## config.mk

```make
export PLATFORM = sky130hd
export DESIGN_NAME = char_lcd_shadow_buffer_refresh
export DESIGN_NICKNAME = d
export VERILOG_FILES = /design/src/rtl/lcdsb_pkg.sv /design/src/rtl/char_lcd_shadow_buffer_refresh.sv /design/src/rtl/lcdsb_fifo.sv /design/src/rtl/lcdsb_front.sv /design/src/rtl/lcdsb_back.sv
export SDC_FILE = /design/constraint.sdc
export NUM_CORES = 2
export LEC_CHECK = 0
export BUFFER_PORTS_ARGS = -buffer_cell sky130_fd_sc_hd__buf_2
export CAP_MARGIN = 10
export CORE_UTILIZATION = 40
export DETAILED_ROUTE_END_ITERATION = 16
export PLACE_DENSITY = 0.61
export SLEW_MARGIN = 20
export SYNTH_ARGS = -nofsm -noshare
export SYNTH_HDL_FRONTEND = slang
export SYNTH_SLANG_ARGS = --single-unit
```

## constraint.sdc

```tcl
create_clock -name clk_i -period 21.6 [get_ports clk_i]
set_clock_uncertainty 0.2 [all_clocks]
set_input_delay 2.16 -clock clk_i [delete_from_list [all_inputs] [get_ports clk_i]]
set_output_delay 2.16 -clock clk_i [all_outputs]
set_load 0.01 [all_outputs]
```

## src/rtl/lcdsb_pkg.sv

```systemverilog
// Shared types and constants for the character LCD shadow buffer.
`default_nettype none

package lcdsb_pkg;

  localparam int COLUMNS_DEF = 16;
  localparam int ROWS_DEF    = 2;
  localparam int FIFO_DEPTH  = 2;

  localparam logic [7:0]  SPACE_GLYPH  = 8'h20;
  localparam logic [7:0]  DIGIT_ZERO   = 8'h30;
  localparam logic [7:0]  LCD_SET_ADDR = 8'h80;
  localparam logic [31:0] RECIP_10     = 32'hCCCC_CCCD;

  localparam logic [7:0] BLINK_GLYPH_RST = 8'h20;
  localparam logic [7:0] PAD_GLYPH_RST   = 8'h20;
  localparam logic [7:0] PLUS_GLYPH_RST  = 8'h2B;
  localparam logic [7:0] MINUS_GLYPH_RST = 8'h2D;
  localparam logic [7:0] POINT_GLYPH_RST = 8'h2E;

  typedef enum logic [2:0] {
    CMD_TICK      = 3'd0,
    CMD_TOGGLE    = 3'd1,
    CMD_PUT       = 3'd2,
    CMD_BLINK_RUN = 3'd3,
    CMD_BLINK_CLR = 3'd4,
    CMD_UNSIGNED  = 3'd5,
    CMD_DECIMAL   = 3'd6
  } cmd_e;

  typedef enum logic [2:0] {
    OP_TICK      = 3'd0,
    OP_TOGGLE    = 3'd1,
    OP_PUT       = 3'd2,
    OP_BLINK_RUN = 3'd3,
    OP_BLINK_CLR = 3'd4,
    OP_NUM_U     = 3'd5,
    OP_NUM_D     = 3'd6
  } op_e;

  typedef enum logic [2:0] {
    CFG_BLINK = 3'd0,
    CFG_PAD   = 3'd1,
    CFG_PLUS  = 3'd2,
    CFG_MINUS = 3'd3,
    CFG_POINT = 3'd4
  } cfg_idx_e;

  typedef struct packed {
    logic [2:0]  cmd;
    logic [3:0]  column;
    logic        row;
    logic [7:0]  glyph;
    logic [4:0]  count;
    logic [3:0]  decimals;
    logic [31:0] value;
  } in_t;

  typedef struct packed {
    logic       register_select;
    logic [7:0] lcd_byte;
    logic       last;
  } out_t;

  typedef struct packed {
    op_e         op;
    logic [3:0]  column;
    logic        row;
    logic [7:0]  glyph;
    logic [4:0]  count;
    logic [3:0]  decimals;
    logic        neg;
    logic [31:0] mag;
  } op_t;

  typedef struct packed {
    logic [7:0] blink;
    logic [7:0] pad;
    logic [7:0] plus;
    logic [7:0] minus;
    logic [7:0] point;
  } cfg_t;

endpackage

`default_nettype wire

```

## src/rtl/char_lcd_shadow_buffer_refresh.sv

```systemverilog
// Top level of the character LCD shadow buffer with refresh scanner.
//
//   channel   direction  handshake              payload
//   command   in         push / full            in_i  (lcdsb_pkg::in_t)
//   result    out        empty / pop            res_o (lcdsb_pkg::out_t)
//   config    in         cfg_we_i, cfg_idx_i    cfg_wdata_i
//
// Glyph writes, blink commands and clean ticks complete in the back end's idle state;
// a dirty tick reads the cell, then sends the address byte and the data byte, and
// stalls while the result queue is full. A number write passes each digit through
// the reciprocal multiplier, with a state for the separator and for each pad place.
// Reset is asynchronous; the glyph store needs no clearing pass.
// A full result queue stalls the back end; the command queue takes two more transfers.
`default_nettype none

module char_lcd_shadow_buffer_refresh #(
  parameter int COLUMNS = lcdsb_pkg::COLUMNS_DEF,
  parameter int ROWS    = lcdsb_pkg::ROWS_DEF
) (
  input  wire logic           clk_i,
  input  wire logic           rst_ni,
  input  wire logic           push,
  output logic                full,
  input  wire lcdsb_pkg::in_t in_i,
  output logic                empty,
  input  wire logic           pop,
  output lcdsb_pkg::out_t     res_o,
  input  wire logic           cfg_we_i,
  input  wire logic [2:0]     cfg_idx_i,
  input  wire logic [7:0]     cfg_wdata_i
);

  lcdsb_pkg::cfg_t cfg_q;
  lcdsb_pkg::op_t  op;
  lcdsb_pkg::out_t res_wdata;
  logic            op_empty, op_pop;
  logic            res_push, res_full;
  logic [$bits(lcdsb_pkg::out_t)-1:0] res_raw;

  always_ff @(posedge clk_i or negedge rst_ni) begin
    if (!rst_ni) begin
      cfg_q.blink <= lcdsb_pkg::BLINK_GLYPH_RST;
      cfg_q.pad   <= lcdsb_pkg::PAD_GLYPH_RST;
      cfg_q.plus  <= lcdsb_pkg::PLUS_GLYPH_RST;
      cfg_q.minus <= lcdsb_pkg::MINUS_GLYPH_RST;
      cfg_q.point <= lcdsb_pkg::POINT_GLYPH_RST;
    end else if (cfg_we_i) begin
      case (lcdsb_pkg::cfg_idx_e'(cfg_idx_i))
        lcdsb_pkg::CFG_BLINK: cfg_q.blink <= cfg_wdata_i;
        lcdsb_pkg::CFG_PAD:   cfg_q.pad   <= cfg_wdata_i;
        lcdsb_pkg::CFG_PLUS:  cfg_q.plus  <= cfg_wdata_i;
        lcdsb_pkg::CFG_MINUS: cfg_q.minus <= cfg_wdata_i;
        lcdsb_pkg::CFG_POINT: cfg_q.point <= cfg_wdata_i;
        default: cfg_q <= cfg_q;
      endcase
    end
  end

  lcdsb_front #(
    .COLUMNS (COLUMNS),
    .ROWS    (ROWS)
  ) u_front (
    .clk_i      (clk_i),
    .rst_ni     (rst_ni),
    .push_i     (push),
    .full_o     (full),
    .in_i       (in_i),
    .op_pop_i   (op_pop),
    .op_empty_o (op_empty),
    .op_o       (op)
  );

  lcdsb_back #(
    .COLUMNS (COLUMNS),
    .ROWS    (ROWS)
  ) u_back (
    .clk_i      (clk_i),
    .rst_ni     (rst_ni),
    .op_empty_i (op_empty),
    .op_i       (op),
    .op_pop_o   (op_pop),
    .cfg_i      (cfg_q),
    .res_full_i (res_full),
    .res_push_o (res_push),
    .res_o      (res_wdata)
  );

  lcdsb_fifo #(
    .W     ($bits(lcdsb_pkg::out_t)),
    .DEPTH (lcdsb_pkg::FIFO_DEPTH)
  ) u_res_fifo (
    .clk_i   (clk_i),
    .rst_ni  (rst_ni),
    .push_i  (res_push),
    .wdata_i (res_wdata),
    .full_o  (res_full),
    .pop_i   (pop),
    .rdata_o (res_raw),
    .empty_o (empty)
  );

  assign res_o = lcdsb_pkg::out_t'(res_raw);

`ifndef ASSERT_OFF
  a_res_no_overflow: assert property (@(posedge clk_i) disable iff (!rst_ni)
    !(res_push && res_full))
    else $error("result transfer into a full queue");

  a_data_is_last: assert property (@(posedge clk_i) disable iff (!rst_ni)
    res_push |-> (res_wdata.register_select == res_wdata.last))
    else $error("last flag does not match byte kind");

  a_cmd_is_addr: assert property (@(posedge clk_i) disable iff (!rst_ni)
    (res_push && !res_wdata.register_select) |-> res_wdata.lcd_byte[7])
    else $error("command byte is not a set-address");

  a_cmd_then_data: assert property (@(posedge clk_i) disable iff (!rst_ni)
    (res_push && !res_wdata.register_select) |=>
      !(res_push && !res_wdata.register_select))
    else $error("two command bytes in a row");
`endif

endmodule

`default_nettype wire

```

## src/rtl/lcdsb_fifo.sv

```systemverilog
// Small register FIFO used between the block's stages.
`default_nettype none

module lcdsb_fifo #(
  parameter int W     = 1,
  parameter int DEPTH = lcdsb_pkg::FIFO_DEPTH
) (
  input  wire logic         clk_i,
  input  wire logic         rst_ni,
  input  wire logic         push_i,
  input  wire logic [W-1:0] wdata_i,
  output logic              full_o,
  input  wire logic         pop_i,
  output logic [W-1:0]      rdata_o,
  output logic              empty_o
);

  localparam int PTR_W = (DEPTH > 1) ? $clog2(DEPTH) : 1;

  logic [W-1:0]   mem_q [DEPTH];
  logic [PTR_W-1:0] wr_ptr_q, rd_ptr_q;
  logic [PTR_W:0]   cnt_q;
  logic             do_push, do_pop;

  assign full_o  = (cnt_q == (PTR_W+1)'(DEPTH));
  assign empty_o = (cnt_q == '0);
  assign do_push = push_i && !full_o;
  assign do_pop  = pop_i && !empty_o;
  assign rdata_o = mem_q[rd_ptr_q];

  always_ff @(posedge clk_i or negedge rst_ni) begin
    if (!rst_ni) begin
      wr_ptr_q <= '0;
      rd_ptr_q <= '0;
      cnt_q    <= '0;
    end else begin
      if (do_push) begin
        wr_ptr_q <= (wr_ptr_q == PTR_W'(DEPTH - 1)) ? '0 : wr_ptr_q + PTR_W'(1);
      end
      if (do_pop) begin
        rd_ptr_q <= (rd_ptr_q == PTR_W'(DEPTH - 1)) ? '0 : rd_ptr_q + PTR_W'(1);
      end
      if (do_push && !do_pop) begin
        cnt_q <= cnt_q + (PTR_W+1)'(1);
      end else if (do_pop && !do_push) begin
        cnt_q <= cnt_q - (PTR_W+1)'(1);
      end
    end
  end

  always_ff @(posedge clk_i) begin
    if (do_push) begin
      mem_q[wr_ptr_q] <= wdata_i;
    end
  end

endmodule

`default_nettype wire

```

## src/rtl/lcdsb_front.sv

```systemverilog
// Front end: takes command items, classifies them and queues the work.
`default_nettype none

module lcdsb_front #(
  parameter int COLUMNS = lcdsb_pkg::COLUMNS_DEF,
  parameter int ROWS    = lcdsb_pkg::ROWS_DEF
) (
  input  wire logic             clk_i,
  input  wire logic             rst_ni,
  input  wire logic             push_i,
  output logic                  full_o,
  input  wire lcdsb_pkg::in_t   in_i,
  input  wire logic             op_pop_i,
  output logic                  op_empty_o,
  output lcdsb_pkg::op_t        op_o
);

  lcdsb_pkg::op_t          op_cls;
  logic                    keep;
  logic                    in_grid;
  logic                    neg;
  logic [$bits(lcdsb_pkg::op_t)-1:0] op_raw;

  assign in_grid = (int'(in_i.column) < COLUMNS) && (int'(in_i.row) < ROWS);
  assign neg     = (lcdsb_pkg::cmd_e'(in_i.cmd) == lcdsb_pkg::CMD_DECIMAL) && in_i.value[31];

  always_comb begin
    op_cls.op       = lcdsb_pkg::OP_TICK;
    op_cls.column   = in_i.column;
    op_cls.row      = in_i.row;
    op_cls.glyph    = in_i.glyph;
    op_cls.count    = in_i.count;
    op_cls.decimals = in_i.decimals;
    op_cls.neg      = neg;
    op_cls.mag      = neg ? (32'd0 - in_i.value) : in_i.value;
    keep            = 1'b0;
    case (lcdsb_pkg::cmd_e'(in_i.cmd))
      lcdsb_pkg::CMD_TICK: begin
        op_cls.op = lcdsb_pkg::OP_TICK;
        keep      = 1'b1;
      end
      lcdsb_pkg::CMD_TOGGLE: begin
        op_cls.op = lcdsb_pkg::OP_TOGGLE;
        keep      = 1'b1;
      end
      lcdsb_pkg::CMD_PUT: begin
        op_cls.op = lcdsb_pkg::OP_PUT;
        keep      = in_grid;
      end
      lcdsb_pkg::CMD_BLINK_RUN: begin
        op_cls.op = lcdsb_pkg::OP_BLINK_RUN;
        keep      = in_grid && (in_i.count != '0);
      end
      lcdsb_pkg::CMD_BLINK_CLR: begin
        op_cls.op = lcdsb_pkg::OP_BLINK_CLR;
        keep      = 1'b1;
      end
      lcdsb_pkg::CMD_UNSIGNED: begin
        op_cls.op = lcdsb_pkg::OP_NUM_U;
        keep      = (in_i.count != '0);
      end
      lcdsb_pkg::CMD_DECIMAL: begin
        op_cls.op = lcdsb_pkg::OP_NUM_D;
        keep      = (in_i.count != '0);
      end
      default: begin
        keep = 1'b0;
      end
    endcase
  end

  // items with no effect are accepted and dropped here
  lcdsb_fifo #(
    .W     ($bits(lcdsb_pkg::op_t)),
    .DEPTH (lcdsb_pkg::FIFO_DEPTH)
  ) u_op_fifo (
    .clk_i   (clk_i),
    .rst_ni  (rst_ni),
    .push_i  (push_i && keep),
    .wdata_i (op_cls),
    .full_o  (full_o),
    .pop_i   (op_pop_i),
    .rdata_o (op_raw),
    .empty_o (op_empty_o)
  );

  assign op_o = lcdsb_pkg::op_t'(op_raw);

endmodule

`default_nettype wire

```

## src/rtl/lcdsb_back.sv

```systemverilog
// Back end: shadow buffer, number formatter and refresh scanner.
`default_nettype none

module lcdsb_back #(
  parameter int COLUMNS = lcdsb_pkg::COLUMNS_DEF,
  parameter int ROWS    = lcdsb_pkg::ROWS_DEF
) (
  input  wire logic            clk_i,
  input  wire logic            rst_ni,
  input  wire logic            op_empty_i,
  input  wire lcdsb_pkg::op_t  op_i,
  output logic                 op_pop_o,
  input  wire lcdsb_pkg::cfg_t cfg_i,
  input  wire logic            res_full_i,
  output logic                 res_push_o,
  output lcdsb_pkg::out_t      res_o
);

  localparam int CELLS  = COLUMNS * ROWS;
  localparam int IDX_W  = (CELLS > 1) ? $clog2(CELLS) : 1;
  localparam int SCAN_W = (COLUMNS > 1) ? $clog2(COLUMNS) : 1;

  typedef enum logic [6:0] {
    ST_IDLE     = 7'b0000001,
    ST_TICK_CMD = 7'b0000010,
    ST_TICK_DAT = 7'b0000100,
    ST_NUM_MUL  = 7'b0001000,
    ST_NUM_DIG  = 7'b0010000,
    ST_NUM_DOT  = 7'b0100000,
    ST_NUM_PAD  = 7'b1000000
  } state_e;

  state_e state_q, state_d;

  logic [7:0]       glyph_mem [CELLS];
  logic [CELLS-1:0] glyph_vld_q, dirty_q, blink_q, run_mask;
  logic [7:0]       rd_q;
  logic             rd_vld_q;
  logic             phase_q, sub_q;
  logic [SCAN_W-1:0] scan_col_q, tick_col_q;
  logic             scan_row_q, tick_row_q;
  logic [IDX_W-1:0] scan_idx, waddr;

  logic [31:0]       num_q, q32, q_x10, rem32;
  logic [63:0]       prod_q;
  logic signed [5:0] p_q, p1, lo_s;
  logic              lo_q, row_q;
  logic [3:0]        col_q, dcnt_q, dcnt1, dec_q;

  logic       op_go, tick_go;
  logic       mem_we;
  logic [7:0] wdata;
  logic       wr_row;
  logic [5:0] wr_colpos;
  logic       wr_in_grid, p_ok;
  logic [7:0] out_glyph;

  assign op_go   = (state_q == ST_IDLE) && !op_empty_i;
  assign tick_go = op_go && (op_i.op == lcdsb_pkg::OP_TICK);
  assign op_pop_o = op_go;

  assign scan_idx = IDX_W'(int'(scan_row_q) * COLUMNS + int'(scan_col_q));

  assign lo_s  = $signed({5'b0, lo_q});
  assign p_ok  = (p_q >= lo_s);
  assign p1    = p_q - 6'sd1;
  assign dcnt1 = dcnt_q + 4'd1;

  // quotient by 10 from the registered reciprocal product
  assign q32   = {3'b0, prod_q[63:35]};
  assign q_x10 = {q32[28:0], 3'b0} + {q32[30:0], 1'b0};
  assign rem32 = num_q - q_x10;

  assign wr_row    = (state_q == ST_IDLE) ? op_i.row : row_q;
  assign wr_colpos = (state_q == ST_IDLE) ? {2'b0, op_i.column}
                                          : ({2'b0, col_q} + 6'(p_q));
  assign wr_in_grid = (int'(wr_colpos) < COLUMNS) && (int'(wr_row) < ROWS);
  assign waddr      = IDX_W'(int'(wr_row) * COLUMNS + int'(wr_colpos));

  for (genvar j = 0; j < CELLS; j++) begin : g_mask
    localparam int R = j / COLUMNS;
    localparam int C = j % COLUMNS;
    assign run_mask[j] = (int'(op_i.row) == R) && (C >= int'(op_i.column))
                         && (C < int'(op_i.column) + int'(op_i.count));
  end

  assign out_glyph = sub_q ? cfg_i.blink : (rd_vld_q ? rd_q : lcdsb_pkg::SPACE_GLYPH);

  always_comb begin
    state_d    = state_q;
    mem_we     = 1'b0;
    wdata      = op_i.glyph;
    res_push_o = 1'b0;
    res_o.register_select = 1'b0;
    res_o.lcd_byte = lcdsb_pkg::LCD_SET_ADDR | {1'b0, tick_row_q, 6'(tick_col_q)};
    res_o.last     = 1'b0;
    case (state_q)
      ST_IDLE: begin
        if (op_go) begin
          case (op_i.op)
            lcdsb_pkg::OP_TICK: begin
              if (dirty_q[scan_idx]) begin
                state_d = ST_TICK_CMD;
              end
            end
            lcdsb_pkg::OP_PUT: begin
              mem_we = wr_in_grid;
            end
            lcdsb_pkg::OP_NUM_U: begin
              state_d = ST_NUM_MUL;
            end
            lcdsb_pkg::OP_NUM_D: begin
              mem_we  = wr_in_grid;
              wdata   = op_i.neg ? cfg_i.minus : cfg_i.plus;
              state_d = ST_NUM_MUL;
            end
            default: begin
              state_d = ST_IDLE;
            end
          endcase
        end
      end
      ST_TICK_CMD: begin
        if (!res_full_i) begin
          res_push_o = 1'b1;
          state_d    = ST_TICK_DAT;
        end
      end
      ST_TICK_DAT: begin
        res_o.register_select = 1'b1;
        res_o.lcd_byte        = out_glyph;
        res_o.last            = 1'b1;
        if (!res_full_i) begin
          res_push_o = 1'b1;
          state_d    = ST_IDLE;
        end
      end
      ST_NUM_MUL: begin
        state_d = ST_NUM_DIG;
      end
      ST_NUM_DIG: begin
        mem_we = p_ok && wr_in_grid;
        wdata  = lcdsb_pkg::DIGIT_ZERO + {4'b0, rem32[3:0]};
        if (lo_q && (dcnt1 == dec_q)) begin
          state_d = ST_NUM_DOT;
        end else if ((q32 != '0) && (p1 >= lo_s)) begin
          state_d = ST_NUM_MUL;
        end else begin
          state_d = ST_NUM_PAD;
        end
      end
      ST_NUM_DOT: begin
        mem_we = p_ok && wr_in_grid;
        wdata  = cfg_i.point;
        if ((num_q != '0) && (p1 >= lo_s)) begin
          state_d = ST_NUM_MUL;
        end else begin
          state_d = ST_NUM_PAD;
        end
      end
      ST_NUM_PAD: begin
        mem_we = p_ok && wr_in_grid;
        wdata  = cfg_i.pad;
        if (!p_ok) begin
          state_d = ST_IDLE;
        end
      end
      default: begin
        state_d = ST_IDLE;
      end
    endcase
  end

  always_ff @(posedge clk_i or negedge rst_ni) begin
    if (!rst_ni) begin
      state_q     <= ST_IDLE;
      glyph_vld_q <= '0;
      dirty_q     <= '0;
      blink_q     <= '0;
      phase_q     <= 1'b0;
      scan_col_q  <= '0;
      scan_row_q  <= 1'b0;
    end else begin
      state_q <= state_d;
      if (mem_we) begin
        glyph_vld_q[waddr] <= 1'b1;
        dirty_q[waddr]     <= 1'b1;
      end
      if (tick_go) begin
        dirty_q[scan_idx] <= 1'b0;
        if (int'(scan_col_q) == COLUMNS - 1) begin
          scan_col_q <= '0;
          scan_row_q <= (int'(scan_row_q) == ROWS - 1) ? 1'b0 : 1'b1;
        end else begin
          scan_col_q <= scan_col_q + SCAN_W'(1);
        end
      end
      if (op_go && (op_i.op == lcdsb_pkg::OP_TOGGLE)) begin
        phase_q <= !phase_q;
      end
      if (op_go && (op_i.op == lcdsb_pkg::OP_BLINK_RUN)) begin
        blink_q <= blink_q | run_mask;
      end
      if (op_go && (op_i.op == lcdsb_pkg::OP_BLINK_CLR)) begin
        blink_q <= '0;
      end
    end
  end

  always_ff @(posedge clk_i) begin
    if (mem_we) begin
      glyph_mem[waddr] <= wdata;
    end
    if (tick_go) begin
      rd_q       <= glyph_mem[scan_idx];
      rd_vld_q   <= glyph_vld_q[scan_idx];
      sub_q      <= blink_q[scan_idx] && phase_q;
      tick_col_q <= scan_col_q;
      tick_row_q <= scan_row_q;
    end
  end

  always_ff @(posedge clk_i) begin
    if (op_go) begin
      num_q  <= op_i.mag;
      p_q    <= $signed({1'b0, op_i.count} - 6'd1);
      lo_q   <= (op_i.op == lcdsb_pkg::OP_NUM_D);
      dec_q  <= op_i.decimals;
      dcnt_q <= '0;
      col_q  <= op_i.column;
      row_q  <= op_i.row;
    end
    if (state_q == ST_NUM_MUL) begin
      prod_q <= num_q * lcdsb_pkg::RECIP_10;
    end
    if (state_q == ST_NUM_DIG) begin
      num_q  <= q32;
      dcnt_q <= dcnt1;
      p_q    <= p1;
    end
    if (state_q == ST_NUM_DOT) begin
      p_q <= p1;
    end
    if ((state_q == ST_NUM_PAD) && p_ok) begin
      p_q <= p1;
    end
  end

endmodule

`default_nettype wire

```

==> reports/metrics.yaml <==
routing:
  vias: 27194
  ant_nets: 0
  drc: 0
  drt-initial-drc-count: 2197
  dr.pass1.iters: 7
  routed_wl_mm: 121
  via_per_inst: 5.39
  avgRoutedWirePerCell_um: 23.9
clocking:
  post_cts_resized: 0
  cts_tree: "done"
  hold_buffers: 0
  clk_latency_ns: 0.65
  clk_pin_slew_ns: 0.07
  root_buffer: "clkbuf_16"
  htree_levels: 3
  cts_setup_buffers: 0
  cts_max_path_buffers: 3
  clock_sinks: 643
  cts_buffers: 70
worst_setup_path:
  cpPeakStageDelay_ns: 0.56
  worstSetupPathType: "flip-flop to flip-flop"
  cp-end-kind: "flip-flop"
  cpMostUsedCell: "fa_1"
  crit_fanout: 8
  cp.required_ns: 21.79
  crit_arrival_ns: 8.80
  cp_top_family: "adder cells"
  timing.rr.end: "u_back.prod_q[53]"
  crit-reg2reg-launch: "u_back.num_q[2]"
  rr_worst_depth: 22
  cp_cell_sequence: "inv_1 -> ha_1 -> xor2_1 -> xor2_1 -> fa_1 -> fa_1 -> fa_1 -> fa_1 -> fa_1 -> inv_1 -> fa_1 -> inv_1 -> ha_1 -> nand4_2 -> nor4_2 -> nand3_1 -> a211oi_2 -> nor3_2 -> o21ai_4 -> a41oi_2 -> o21ai_1 -> xor2_1"
  critical_path_buf_inv_count: 3
  cp_slowest_cell: "fa_1"
  start_kind: "flip-flop"
  r2r_slack_ns: 12.99
floorplanning:
  dieHeight_um: 334
  row_count: 121
  core_area_mm2: 0.109
  dieArea_mm2: 0.111
  initial_core_util_pct: 40.4
  die_w_um: 334
  num_io_pins: 85
sta:
  finalSetupViolations: 0
  final-max-slew-violation-count: 0
  rsz0062_at_grt: "no"
  hold_violations: 0
  period_needed_ns: 8.61
  slew-limit-headroom_pct: 22.6
  setup_ws_ns: 12.99
  fmax_mhz: 116
  tightest_slew_ns: 1.14
  finalHoldWorstSlack_ns: 0.258
  post-route-period-util_pct: 39.9
  tns_ns: 0
final_layout:
  most-common-layout-cells: "inv_1, edfxtp_1, fa_1"
  synthToLayoutAreaGrowth_pct: 10.4
  drive_gt1_share_pct: 12.5
  nFillCells: 10036
  final_nets: 4419
  final_common_cell: "inv_1"
yosys:
  seq_area_frac_synth_pct: 42.0
  synth_edf_count: 483
  ys_ff_latch: 643
  synth_area_per_cell_um2: 12.7
  yosysUniqueCellTypes: 85
  ys_warn_count: 0
  syn-cell-area_mm2: 0.0440
  syn_nets: 4322
  synth_flop_cell: "edfxtp_1"
  syn_inst: 3475
  async_reset_ff_share_pct: 24.4
global_routing:
  grt.total_usage_pct: 22.2
  antenna_found_initial: 13
  grt-ovfl-total: 0
  grt_pass1_vias: 28560
  grt_pass1_wl_mm: 184
  grt_max_degree: 62
placed_design:
  pre_cts_slack_ns: 13.15
  portBuffers: 84
  gp_congestion: 0.954
  dpl.hpwl_mm: 94.4
hold_path:
  hold_end: "u_back.glyph_vld_q[22]"
  holdPathStages: 1
  worstHoldPathType: "flip-flop to flip-flop"
  holdCritStartpoint: "u_back.glyph_vld_q[22]"
status:
  status: "finished clean"
run:
  max_cap_violations: 0
[per-stage QoR]
step	std cells	instance area [um2]	util, %
after floorplan	3475	44000	-
after global placement	4914	46200	42.4
after detailed placement	4914	46200	42.4
after CTS	5043	48600	44.6
after global routing	5045	48600	44.6
final	5049	48600	44.6
[cell usage after synthesis, types with 34 or more instances]
master | instances | area, um2
dfrtp_1 | 142 | 3550
xor2_1 | 76 | 666
a21o_1 | 38 | 285
clkbuf_1 | 61 | 229
a21oi_1 | 139 | 696
ha_1 | 386 | 4830
o21ai_0 | 83 | 415
nor2b_1 | 34 | 213
fa_1 | 388 | 7770
a22oi_1 | 47 | 353
mux4_2 | 88 | 1980
edfxtp_1 | 483 | 14500
mux2i_1 | 59 | 591
xnor2_1 | 64 | 561
nor2_1 | 134 | 503
or2_2 | 35 | 219
mux2_2 | 59 | 664
nand2_1 | 128 | 480
inv_1 | 632 | 2370
[final cells by class]
cell class	count	area, um2	area share [%]
sequential	643	18500	38.1
multi-input combinational	2111	22900	47.0
antenna	6	15.0	0.0309
inverter	633	2380	4.89
tap	1414	1770	3.64
timing repair buffer	113	644	1.32
clock inverter	33	531	1.09
clock buffer	96	1900	3.91
[logic make-up after synthesis]
| logic type | count (synthesis) | synth area share (%) |
|---|---|---|
| xor+xnor | 140 | 2.78 |
| mux | 206 | 7.35 |
| simple gates | 537 | 6.26 |
| compound gates | 453 | 6.74 |
| buf+inv | 721 | 6.21 |
| fa+ha+maj | 775 | 28.6 |
| flops | 643 | 42.0 |
[sequential cells by signal, indices dropped and copies added, names as in the netlist, 4 cells and up]
signal / flops
u_back.blink_q: 32
cfg_q: 40
u_back.num_q: 32
u_back.dcnt_q: 4
u_back.col_q: 4
u_back.state_q: 7
u_back.prod_q: 29
u_back.glyph_mem: 256
u_res_fifo.mem_q: 18
u_back.glyph_vld_q: 32
u_back.dirty_q: 32
u_front.u_op_fifo.mem_q: 116
u_back.p_q: 6
u_back.dec_q: 4
u_back.rd_q: 8
u_back.scan_col_q: 4
u_back.tick_col_q: 4
[worst max-delay path by stage]
stage / from / endpoint / slack (ns) / depth (start not counted)
final: u_back.num_q[2] / u_back.prod_q[53] / 12.99 / 22
after global routing: u_back.num_q[3] / u_back.prod_q[50] / 12.56 / 22
after CTS: u_back.num_q[2] / u_back.prod_q[53] / 13.09 / 22
after detailed placement: u_back.num_q[2] / u_back.prod_q[53] / 13.15 / 22
after global placement: u_back.num_q[2] / u_back.prod_q[54] / 13.18 / 21
after floorplan: u_back.num_q[1] / u_back.prod_q[54] / 14.31 / 21
[metal layers]
layer  track usage, %  share of wire (%)
met3             3.97                6.9
met1             30.4                 43
met5            0.912               0.18
met2             35.4                 47
met4             7.95                3.6
Power is left out: the tool's default activity adds up to more than one toggle a clock period on the data nets, which glitch-free logic cannot reach.
